[src/hw/rtl/aamc_pkg.sv]
// ----------------------------------------------------------------------------
// aamc_pkg
// types and constants shared by the aggregation mode controller
// ----------------------------------------------------------------------------
package aamc_pkg;

  // configuration port
  localparam int CFG_IDX_W  = 3;
  localparam int CFG_DATA_W = 40;

  localparam logic [CFG_IDX_W-1:0] REG_INIT_BYTE_THRESHOLD   = 3'd0;
  localparam logic [CFG_IDX_W-1:0] REG_BASE_BUDGET           = 3'd1;
  localparam logic [CFG_IDX_W-1:0] REG_INITIAL_DYNAMIC_LIMIT = 3'd2;
  localparam logic [CFG_IDX_W-1:0] REG_MAX_DYNAMIC_LIMIT     = 3'd3;
  localparam logic [CFG_IDX_W-1:0] REG_PREAGG_RATE           = 3'd4;
  localparam logic [CFG_IDX_W-1:0] REG_PASSTHROUGH_RATE      = 3'd5;

  // register reset values
  localparam logic [39:0] RST_INIT_BYTE_THRESHOLD   = 40'd2097152;
  localparam logic [31:0] RST_BASE_BUDGET           = 32'd65536;
  localparam logic [31:0] RST_INITIAL_DYNAMIC_LIMIT = 32'd65536;
  localparam logic [31:0] RST_MAX_DYNAMIC_LIMIT     = 32'd1048576;
  localparam logic [16:0] RST_PREAGG_RATE           = 17'd58982;
  localparam logic [16:0] RST_PASSTHROUGH_RATE      = 17'd13107;

  // q1.16 one
  localparam logic [16:0] ONE_Q16 = 17'h10000;

  // mode codes
  localparam logic [2:0] MODE_INIT   = 3'd0;
  localparam logic [2:0] MODE_ADJUST = 3'd1;
  localparam logic [2:0] MODE_PREAGG = 3'd2;
  localparam logic [2:0] MODE_PASS   = 3'd3;
  localparam logic [2:0] MODE_SELECT = 3'd4;

  // action codes
  localparam logic [1:0] ACT_AGG       = 2'd0;
  localparam logic [1:0] ACT_AGG_COUNT = 2'd1;
  localparam logic [1:0] ACT_LOOKUP    = 2'd2;
  localparam logic [1:0] ACT_PASS      = 2'd3;

  typedef struct packed {
    logic [39:0] init_byte_threshold;
    logic [31:0] base_budget;
    logic [31:0] max_dynamic_limit;
    logic [16:0] preagg_rate;
    logic [16:0] passthrough_rate;
  } cfg_t;

  typedef struct packed {
    logic [15:0] row_count;
    logic [15:0] hit_count;
    logic [39:0] table_bytes;
    logic        force_pass;
  } in_item_t;

  typedef struct packed {
    logic [1:0] action;
    logic [2:0] next_mode;
    logic       mode_changed;
  } out_item_t;

endpackage

[src/hw/rtl/aamc_cfg.sv]
// ----------------------------------------------------------------------------
// aamc_cfg
// configuration register file of the aggregation mode controller
// ----------------------------------------------------------------------------
module aamc_cfg (
  input  logic                            clk,
  input  logic                            rst_n,
  input  logic                            wr_en,
  input  logic [aamc_pkg::CFG_IDX_W-1:0]  wr_index,
  input  logic [aamc_pkg::CFG_DATA_W-1:0] wr_data,
  output aamc_pkg::cfg_t                  cfg
);
  import aamc_pkg::*;

  cfg_t cfg_r;

  always_ff @(posedge clk) begin
    if (!rst_n) begin
      cfg_r.init_byte_threshold <= RST_INIT_BYTE_THRESHOLD;
      cfg_r.base_budget         <= RST_BASE_BUDGET;
      cfg_r.max_dynamic_limit   <= RST_MAX_DYNAMIC_LIMIT;
      cfg_r.preagg_rate         <= RST_PREAGG_RATE;
      cfg_r.passthrough_rate    <= RST_PASSTHROUGH_RATE;
    end else if (wr_en) begin
      case (wr_index)
        REG_INIT_BYTE_THRESHOLD: cfg_r.init_byte_threshold <= wr_data[39:0];
        REG_BASE_BUDGET:         cfg_r.base_budget         <= wr_data[31:0];
        REG_MAX_DYNAMIC_LIMIT:   cfg_r.max_dynamic_limit   <= wr_data[31:0];
        REG_PREAGG_RATE:         cfg_r.preagg_rate         <= wr_data[16:0];
        REG_PASSTHROUGH_RATE:    cfg_r.passthrough_rate    <= wr_data[16:0];
        default: ; // budget start lives in the core, unknown indexes ignored
      endcase
    end
  end

  assign cfg = cfg_r;

endmodule

[src/hw/rtl/aamc_core.sv]
// ----------------------------------------------------------------------------
// aamc_core
// mode state, saturating counters and the per-block decision
// ----------------------------------------------------------------------------
module aamc_core #(
  parameter int COUNT_BITS = 32,
  parameter int ROW_BITS   = 16
) (
  input  logic                 clk,
  input  logic                 rst_n,
  input  aamc_pkg::cfg_t       cfg,
  input  logic                 budget_load,
  input  logic [31:0]          budget_value,
  input  logic                 step,
  input  aamc_pkg::in_item_t   item,
  output aamc_pkg::out_item_t  result
);
  import aamc_pkg::*;

  localparam int CB = COUNT_BITS;
  localparam int LW = (COUNT_BITS > 32) ? COUNT_BITS : 32;
  localparam int PW = COUNT_BITS + 17;
  localparam logic [15:0] ROW_MASK = 16'((64'd1 << ROW_BITS) - 64'd1);

  logic [2:0]    mode_r, mode_nxt;
  logic [CB-1:0] sample_rows_r, sample_rows_nxt;
  logic [CB-1:0] sample_hits_r, sample_hits_nxt;
  logic [CB-1:0] mode_rows_r, mode_rows_nxt;
  logic [31:0]   backoff_r, backoff_nxt;

  logic [15:0]   rows, hits_raw, hits;
  logic [2:0]    eff_mode;
  logic [CB:0]   s_rows_sum, s_hits_sum, m_rows_sum;
  logic [CB-1:0] s_rows_sat, s_hits_sat, m_rows_sat;
  logic [PW-1:0] lhs, pre_prod, pass_prod;
  logic          ge_pre, le_pass, sample_done, budget_done, dyn;
  logic [31:0]   limit;
  logic [32:0]   backoff_dbl;
  logic [1:0]    action;

  assign rows     = item.row_count & ROW_MASK;
  assign hits_raw = item.hit_count & ROW_MASK;
  assign hits     = (hits_raw > rows) ? rows : hits_raw;
  assign eff_mode = item.force_pass ? MODE_PASS : mode_r;

  // saturating counters
  assign s_rows_sum = {1'b0, sample_rows_r} + (CB+1)'(rows);
  assign s_hits_sum = {1'b0, sample_hits_r} + (CB+1)'(hits);
  assign m_rows_sum = {1'b0, mode_rows_r} + (CB+1)'(rows);
  assign s_rows_sat = s_rows_sum[CB] ? {CB{1'b1}} : s_rows_sum[CB-1:0];
  assign s_hits_sat = s_hits_sum[CB] ? {CB{1'b1}} : s_hits_sum[CB-1:0];
  assign m_rows_sat = m_rows_sum[CB] ? {CB{1'b1}} : m_rows_sum[CB-1:0];

  // hit rate against thresholds by cross-multiplying
  assign lhs       = PW'({s_hits_sat, 16'h0000});
  assign pre_prod  = PW'(cfg.preagg_rate) * PW'(s_rows_sat);
  assign pass_prod = PW'(cfg.passthrough_rate) * PW'(s_rows_sat);

  always_comb begin
    if (s_rows_sat == '0) begin
      ge_pre  = (cfg.preagg_rate == '0);
      le_pass = 1'b1;
    end else begin
      ge_pre  = (cfg.preagg_rate > ONE_Q16) ? 1'b0 : (lhs >= pre_prod);
      le_pass = (cfg.passthrough_rate >= ONE_Q16) ? 1'b1 : (lhs <= pass_prod);
    end
  end

  assign sample_done = LW'(s_rows_sat) >= LW'(cfg.base_budget);

  assign dyn         = (eff_mode == MODE_PASS) || (eff_mode == MODE_SELECT);
  assign limit       = dyn ? backoff_r : cfg.base_budget;
  assign budget_done = LW'(m_rows_sat) >= LW'(limit);
  assign backoff_dbl = {backoff_r, 1'b0};

  always_comb begin
    mode_nxt        = eff_mode;
    sample_rows_nxt = sample_rows_r;
    sample_hits_nxt = sample_hits_r;
    mode_rows_nxt   = mode_rows_r;
    backoff_nxt     = backoff_r;
    action          = ACT_AGG;
    case (eff_mode)
      MODE_ADJUST: begin
        action = ACT_AGG_COUNT;
        if (sample_done) begin
          if (ge_pre) begin
            mode_nxt = MODE_PREAGG;
          end else if (le_pass) begin
            mode_nxt = MODE_PASS;
          end else begin
            mode_nxt = MODE_SELECT;
          end
          sample_rows_nxt = '0;
          sample_hits_nxt = '0;
        end else begin
          sample_rows_nxt = s_rows_sat;
          sample_hits_nxt = s_hits_sat;
        end
      end
      MODE_PREAGG, MODE_PASS, MODE_SELECT: begin
        case (eff_mode)
          MODE_PREAGG: action = ACT_AGG;
          MODE_PASS:   action = ACT_PASS;
          default:     action = ACT_LOOKUP;
        endcase
        if (budget_done) begin
          if (dyn) begin
            backoff_nxt = (backoff_dbl < {1'b0, cfg.max_dynamic_limit}) ?
                          backoff_dbl[31:0] : cfg.max_dynamic_limit;
          end
          mode_nxt      = MODE_ADJUST;
          mode_rows_nxt = '0;
        end else begin
          mode_rows_nxt = m_rows_sat;
        end
      end
      default: begin
        // init and unused codes
        action = ACT_AGG;
        if (item.table_bytes > cfg.init_byte_threshold) begin
          mode_nxt = MODE_ADJUST;
        end
      end
    endcase
  end

  always_ff @(posedge clk) begin
    if (!rst_n) begin
      mode_r        <= MODE_INIT;
      sample_rows_r <= '0;
      sample_hits_r <= '0;
      mode_rows_r   <= '0;
      backoff_r     <= RST_INITIAL_DYNAMIC_LIMIT;
    end else begin
      if (step) begin
        mode_r        <= mode_nxt;
        sample_rows_r <= sample_rows_nxt;
        sample_hits_r <= sample_hits_nxt;
        mode_rows_r   <= mode_rows_nxt;
        backoff_r     <= backoff_nxt;
      end
      if (budget_load) begin
        backoff_r <= budget_value;
      end
    end
  end

  assign result.action       = action;
  assign result.next_mode    = mode_nxt;
  assign result.mode_changed = (mode_nxt != mode_r);

endmodule

[src/hw/rtl/adaptive_aggregation_mode_controller_unit.sv]
// ----------------------------------------------------------------------------
// adaptive_aggregation_mode_controller_unit
// picks how each data block is aggregated and tracks the controller mode
// ----------------------------------------------------------------------------
//
//   channel  direction  handshake             payload
//   in_      input      in_valid / in_stall   in_item   (aamc_pkg::in_item_t)
//   out_     output     out_valid / out_stall out_item  (aamc_pkg::out_item_t)
//   cfg_     input      cfg_valid / cfg_ready cfg_index, cfg_data
//
// one item per cycle sustained while out_stall is low; each item passes
// through the input register and then sits in the result register
// the mode and counters update as an item moves from the input register
// into the result register, so the next item sees them immediately
// synchronous active-low reset clears state; config returns to defaults
// a stalled result register holds the input register, which then stalls in_
//
module adaptive_aggregation_mode_controller_unit #(
  parameter int COUNT_BITS = 32,
  parameter int ROW_BITS   = 16
) (
  input  logic                            clk,
  input  logic                            rst_n,
  // block events
  input  logic                            in_valid,
  output logic                            in_stall,
  input  aamc_pkg::in_item_t              in_item,
  // decisions
  output logic                            out_valid,
  input  logic                            out_stall,
  output aamc_pkg::out_item_t             out_item,
  // register writes
  input  logic                            cfg_valid,
  output logic                            cfg_ready,
  input  logic [aamc_pkg::CFG_IDX_W-1:0]  cfg_index,
  input  logic [aamc_pkg::CFG_DATA_W-1:0] cfg_data
);
  import aamc_pkg::*;

  cfg_t      cfg;
  logic      cfg_wr;

  // input register
  logic      in_vld_r;
  in_item_t  in_item_r;

  // result register
  logic      out_vld_r;
  out_item_t out_item_r;
  out_item_t result;

  logic      in_fire;
  logic      advance;
  logic      step;

  // register writes always accepted
  assign cfg_ready = 1'b1;
  assign cfg_wr    = cfg_valid && cfg_ready;

  aamc_cfg u_cfg (
    .clk      (clk),
    .rst_n    (rst_n),
    .wr_en    (cfg_wr),
    .wr_index (cfg_index),
    .wr_data  (cfg_data),
    .cfg      (cfg)
  );

  // result register can take a new item when empty or being drained
  assign advance  = !out_vld_r || !out_stall;
  assign step     = in_vld_r && advance;
  // input register frees up whenever its item moves on
  assign in_stall = in_vld_r && !advance;
  assign in_fire  = in_valid && !in_stall;

  aamc_core #(
    .COUNT_BITS (COUNT_BITS),
    .ROW_BITS   (ROW_BITS)
  ) u_core (
    .clk          (clk),
    .rst_n        (rst_n),
    .cfg          (cfg),
    .budget_load  (cfg_wr && (cfg_index == REG_INITIAL_DYNAMIC_LIMIT)),
    .budget_value (cfg_data[31:0]),
    .step         (step),
    .item         (in_item_r),
    .result       (result)
  );

  always_ff @(posedge clk) begin
    if (!rst_n) begin
      in_vld_r  <= 1'b0;
      out_vld_r <= 1'b0;
    end else begin
      if (in_fire) begin
        in_vld_r <= 1'b1;
      end else if (step) begin
        in_vld_r <= 1'b0;
      end
      if (advance) begin
        out_vld_r <= in_vld_r;
      end
    end
  end

  // payload registers
  always_ff @(posedge clk) begin
    if (in_fire) begin
      in_item_r <= in_item;
    end
    if (step) begin
      out_item_r <= result;
    end
  end

  assign out_valid = out_vld_r;
  assign out_item  = out_item_r;

endmodule
[config.mk]
export PLATFORM = sky130hd
export DESIGN_NAME = adaptive_aggregation_mode_controller_unit
export DESIGN_NICKNAME = d
export VERILOG_FILES = /design/src/hw/rtl/aamc_pkg.sv /design/src/hw/rtl/aamc_cfg.sv /design/src/hw/rtl/aamc_core.sv /design/src/hw/rtl/adaptive_aggregation_mode_controller_unit.sv
export SDC_FILE = /design/constraint.sdc
export NUM_CORES = 2
export LEC_CHECK = 0
export ABC_AREA = 1
export BUFFER_PORTS_ARGS = -buffer_cell sky130_fd_sc_hd__buf_2
export CAP_MARGIN = 30
export CORE_ASPECT_RATIO = 2
export CORE_MARGIN = 1
export CORE_UTILIZATION = 51
export DETAILED_ROUTE_END_ITERATION = 8
export PLACE_DENSITY = 0.7
export SYNTH_ARGS = -nofsm -noshare
export SYNTH_HDL_FRONTEND = slang
export SYNTH_SLANG_ARGS = --single-unit
[constraint.sdc]
create_clock -name clk -period 11.3 [get_ports clk]
set_clock_uncertainty 0.05 [all_clocks]
set_input_delay 2.26 -clock clk [delete_from_list [all_inputs] [get_ports clk]]
set_output_delay 2.26 -clock clk [all_outputs]
set_load 0.05 [all_outputs]
### After elaboration in Yosys (flattened, before gate mapping)

Index checks and enable logic that the tools add are counted.

| word-level totals | value |
|---|---|
| flip-flop bits (word level) | 350 |
| input port bits | 121 |
| output and inout port bits | 9 |
| logic and storage cells | 99 |

| operators by class | value |
|---|---|
| $add $sub $neg | 3 |
| multipliers | 2 |
| order comparisons | 9 |
| equal/unequal tests | 10 |
| muxes and demuxes | 29 |
| reduce and logical (&&, ||, !) cells | 27 |

Operator list:

| cell | number |
|---|---|
| $mux 32 | 13 |
| $add 32x16->33 | 3 |
| $mul 17x32->49 | 2 |
| $ge 32x32->1 | 2 |
| $ge 48x49->1 | 1 |
| $le 48x49->1 | 1 |
| $gt 40x40->1 | 1 |
| $lt 33x32->1 | 1 |
| $logic_not 32->1 | 1 |
| $mux 3 | 6 |
| $ge 17x17->1 const B | 1 |
| $gt 17x17->1 const B | 1 |
| $logic_not 17->1 | 1 |
| $gt 16x16->1 | 1 |
| $mux 16 | 1 |
| $reduce_and 2->1 | 7 |
| $eq 3x2->1 const B | 4 |
| $reduce_bool 2->1 | 5 |
| $eq 3x3->1 const B | 3 |
| $pmux 2 s2 | 2 |
| $eq 3x1->1 const B | 2 |
| $mux 1 | 6 |
| $pmux 3 s2 | 1 |
| $logic_and 1x1->1 | 4 |
| other kinds (6) | 10 |

### Logic depth before layout (Yosys ltp)

| depth | value |
|---|---|
| depth after elaboration | 12 |
| mapped depth | 64 |
| depth with buffers taken out | 62 |

### By module

A second synthesis with hierarchy kept.

| second synthesis, totals | value |
|---|---|
| cell total of the unflattened synthesis | 7658 |
| area total of the unflattened synthesis | 57425.1 um^2 |

By module, submodules not included:

| module | times used | cells each | area an instance (um^2) | seq. area each (um^2) |
|---|---|---|---|---|
| aamc_core | 1 | 6778 | 49478.7 | 2622.5 |
| aamc_cfg | 1 | 784 | 5459.0 | 2762.6 |
| adaptive_aggregation_mode_controller_unit | 1 | 96 | 2487.4 | 2412.3 |

### Worst setup path before layout

No wires, ideal clock.

| timing | value |
|---|---|
| path kind | register to register |
| from | reg in_item_r[57] (netlist bit) |
| to | reg out_item_r (netlist bit out_item[0]), data pin |
| library setup time | 254 ps |
| data arrival time | 9186 ps |
| data required time | 10996 ps |
| path slack | 1810 ps |
| stages on the path, launching flop included | 55 |
| buffers on the path | 2 |
| period minus slack after synthesis | 9490 ps |
| cells stage by stage | edfxtp_1 ha_1 fa_1 nand2_1 nand2_1 nand3_1 nand2_2 nand2_2 nand2_4 nand2_4 buf_6 nand2_1 clkinv_1 clkbuf_1 nor2_1 fa_1 inv_1 fa_1 [... 19 more ...] nand2_1 nor2_1 nor3b_1 nand2_1 nor2_1 nand3_1 nor2_1 nand2_1 nand2_1 nor2_1 nand2_1 nor2_2 nand3_1 nand2_2 nand3_1 nand2_1 nor2_1 nand2_1 |

RTL lines:

| what | line | text |
|---|---|---|
| start: declaration | adaptive_aggregation_mode_controller_unit.sv:45 | `in_item_t in_item_r;` |
| start signal: assignment | adaptive_aggregation_mode_controller_unit.sv:109 | `in_item_r <= in_item;` |
| end signal: assignment | adaptive_aggregation_mode_controller_unit.sv:112 | `out_item_r <= result;` |
| end: declaration | adaptive_aggregation_mode_controller_unit.sv:49 | `out_item_t out_item_r;` |

==> summary.md <==
| Metric | Value |
|---|---|
| Gate Count Post-Synth | 7,607 |
| Post-DR vias/cell | 5.68 |
| Worst Setup SP | in_item_r[57] |
| Top cells by area, synth | fa_1, nand2_1, inv_1 |
| Most used cell along the critical path | nand2_1 |
| RR Startpoint | in_item_r[57] |
| Buffers added on ports | 128 |
| Count of final setup violators | 0 |
| Core area | 0.111 sq mm |
| FP Rows | 173 |
| Drt first pass iters | 6 |
| Dominant cell type by area after synthesis | fa_1 |
| CTS tree | built |
| Top-area cell type share of the netlist area | 31.5% |
| Maxcap violations | 0 |
| Die Ht | 476 um |
| DR WL/cell | 24.0 um |
| Post-DP Area | 0.0601 sq mm |
| Overall fraction of global-route tracks in use | 39.9% |
| Vias after detailed routing | 52.1k |
| Layout area overhead | 7.72% |
| Reg2reg end | out_item[0] |
| Die footprint | 0.114 sq mm |
| Ys async rst share | 0% |
| Routed wl met3 | 17,100 um |
| Synth Warn # | 0 |
| Buffers and inverters on the worst path | 10 |
| Ports | 130 |
| TritonCTS buffer count | 38 |
| CTS Buffer Depth | 3 |
| PwrDens | 325 mW/mm^2 |
| Number of flops mapped to enable cells by yosys | 79 |
| Worst hold stages | 2 |
| DR top layer | met5 |
| Vias in the first global route | 55.3k |
| DRT Wirelength | 220,000 um |
| Worst rel slew slack | 30.8% |
| Post-CTS Hold Fix Bufs | 0 |
| CP max-delay cell | fa_1 |
| VDD IR max | 0.000915 V |
| WS Path Type | flop to flop |
| Final hold vios | 0 |
| CP max stage delay | 0.59 ns |
| ANT nets after route | 0 |
| Hold EP | u_cfg.cfg[131] |
| Post-Syn Nets | 9,138 |
| Delay-heaviest family, CP | adder cells |
| Worst-margin pin slew | 1.04 ns |
| Startpoint types | flop |
| M1 WL | 63,900 um |
| Clock transition at path regs | 0.07 ns |
| Fin crit share | 96.9% |
| Sequential element share of the synthesized area | 13.6% |
| Crit Path Max Fanout | 18 |
| DR WL met2 | 108,000 um |
| Root Buffer | clkbuf_16 |
| Achievable Freq | 0.0914 GHz |
| Starting density of the core | 51.5% |
| Cell with the most instances after synthesis | nand2_1 |
| Drt first-iter violations | 3,606 |
| Seq. cell area | 0.00780 sq mm |
| Top FF cell, synth | dfxtp_1 |
| Average size of a mapped cell | 7.53 sq um |
| Minimum clock period | 10.94 ns |
| Die X-Extent | 239 um |
| HP Class | flop to flop |
| Gr ovfl total | 0 |
| #FFs+latches synth | 350 |
| First-pass GRT wire length | 328,000 um |
| Post-route cell area | 0.0617 sq mm |
| Synthesized area | 0.0573 sq mm |
| Worst endpoint required time | 11.62 ns |
| Leakage Power | 0.0322 uW |
| # DRC | 0 |
| Multi-input logic area | 0.0418 sq mm |
| Minimum hold slack | 0.420 ns |
| Commonest cells in the netlist | nand2_1, inv_1, fa_1, nor2_1, ha_1 |
| Worst Path Arrival | 11.26 ns |
| Worst min-delay path startpoint | u_cfg.cfg[131] |
| Unique cell type count in the Yosys netlist | 67 |
| Fin. max-slew vios | 0 |
| Worst R2R Path Depth | 52 |
| Clock sink count | 350 |
| CP Capture Type | flop |
| Largest net degree at the start of global routing | 99 |
| Status | finished, final reports clean |
| GP Congestion | 1.05 |
| Fill count | 10.7k |
| Final net count | 9,178 |
| Reg-to-reg slack, setup | 0.36 ns |
| Share of cells above drive strength 1 | 6.53% |
| Initial antenna violation count | 17 |
| H-Tree Level Count | 2 |
| HPWL Detailed | 172,000 um |
| Worst-Skew Late Latency | 0.67 ns |
registers in the layout (all words and copies together) (netlist names), 3 cells and up:
signal and count:
u_core.mode_r 3, u_core.sample_hits_r 32, u_core.backoff_r 32, in_item_r 73
out_item 6, u_core.mode_rows_r 32, u_cfg.cfg 138, u_core.sample_rows_r 32
power breakdown:
| part | internal [uW] | switching [uW] |
|---|---|---|
| Sequential | 1330 | 45.5 |
| Combinational | 5890 | 11400 |
| Clock | 691 | 639 |
tightest hold or removal path, cell delays in order (launching register included):
cell and delay (ns):
dfxtp_1 0.30, inv_1 0.07, a21oi_1 0.06
cell type report:
type | instances | share of cell area (%)
tap | 1487 | 3.01
clock inverter | 21 | 0.355
antenna | 11 | 0.0446
inverter | 1768 | 10.8
timing repair buffer | 313 | 3.70
clock buffer | 49 | 1.67
sequential | 350 | 12.6
multi-input combinational | 5176 | 67.8
per-stage QoR:
stage / util (%) / TNS, ns / power [uW] / instances / worst slack (ns)
3_5_place_dp: 54.0 / 0 / 17700 / 9073 / 0.139
4_1_cts: 55.1 / 0 / 19200 / 9143 / 0.113
3_3_place_gp: 53.9 / 0 / 17600 / 9069 / 0.174
6_report: 55.5 / 0 / 20000 / 9175 / 0.356
2_1_floorplan: - / 0 / 10800 / 7607 / 1.81
5_1_grt: 55.5 / -0.0157 / 21700 / 9167 / -0.0157
kinds of logic after synthesis:
logic type / count (synthesis) / synth area share (%)
XOR/XNOR: 101 / 1.54
AND/OR/NAND/NOR: 2713 / 19.3
AO/OA/AOI/OAI: 951 / 9.27
flip-flops: 350 / 13.6
buffers and inverters: 2081 / 13.7
other: 1 / 0.00654
adder cells (fa/ha/maj): 1410 / 42.6
placed cells by master (no fill, tap or decap), types with 9 or more instances in the layout:
| cell | netlist | layout |
|---|---|---|
| a22oi_1 | 65 | 65 |
| nand2_1 | 1829 | 1826 |
| o21a_1 | 9 | 9 |
| buf_4 | 1 | 156 |
| a211oi_1 | 12 | 12 |
| a21oi_1 | 402 | 395 |
| fa_1 | 901 | 898 |
| nor3_1 | 43 | 43 |
| clkbuf_16 | 0 | 40 |
| inv_2 | 7 | 9 |
| nand3_4 | 13 | 13 |
| buf_2 | 2 | 127 |
| o211ai_1 | 39 | 39 |
| xor2_1 | 58 | 57 |
| inv_1 | 1753 | 1749 |
| dfxtp_1 | 271 | 265 |
| xnor2_1 | 43 | 41 |
| buf_6 | 1 | 9 |
| nor4_1 | 17 | 16 |
| nand3_1 | 164 | 162 |
| nor2_2 | 9 | 18 |
| ha_1 | 509 | 508 |
| o21ai_0 | 323 | 319 |
| nand4_1 | 65 | 65 |
| nor2_1 | 518 | 505 |
| buf_12 | 1 | 11 |
| a21oi_2 | 4 | 10 |
| o21ai_1 | 11 | 12 |
| o21bai_1 | 13 | 13 |
| diode_2 | 0 | 11 |
| a31oi_1 | 33 | 33 |
| nand2_2 | 15 | 17 |
| nand3b_1 | 9 | 9 |
| edfxtp_1 | 79 | 79 |
| or2_2 | 11 | 11 |
repair_timing:
item / 4_1_cts / 5_1_grt
setup buffers: 0 / 14
resized for setup: 0 / 42
setup endpoints to repair: 0 / 7
metal layers:
layer | track usage, % | vias to the layer above
met4 | 45.1 | 18
met1 | 35.8 | 25121
met3 | 9.62 | 1246
met2 | 69.0 | 2571
li1 | - | 23113
met5 | 0 | -
worst max-delay path by stage:
stage | endpoint | cells past startpoint
after floorplan | out_item[0] | 54
after global placement | out_item[0] | 57
after detailed placement | out_item[0] | 57
after CTS | out_item[0] | 57
after global routing | out_item[0] | 56
final | out_item[0] | 52
(Power assumes the default switching activity.)
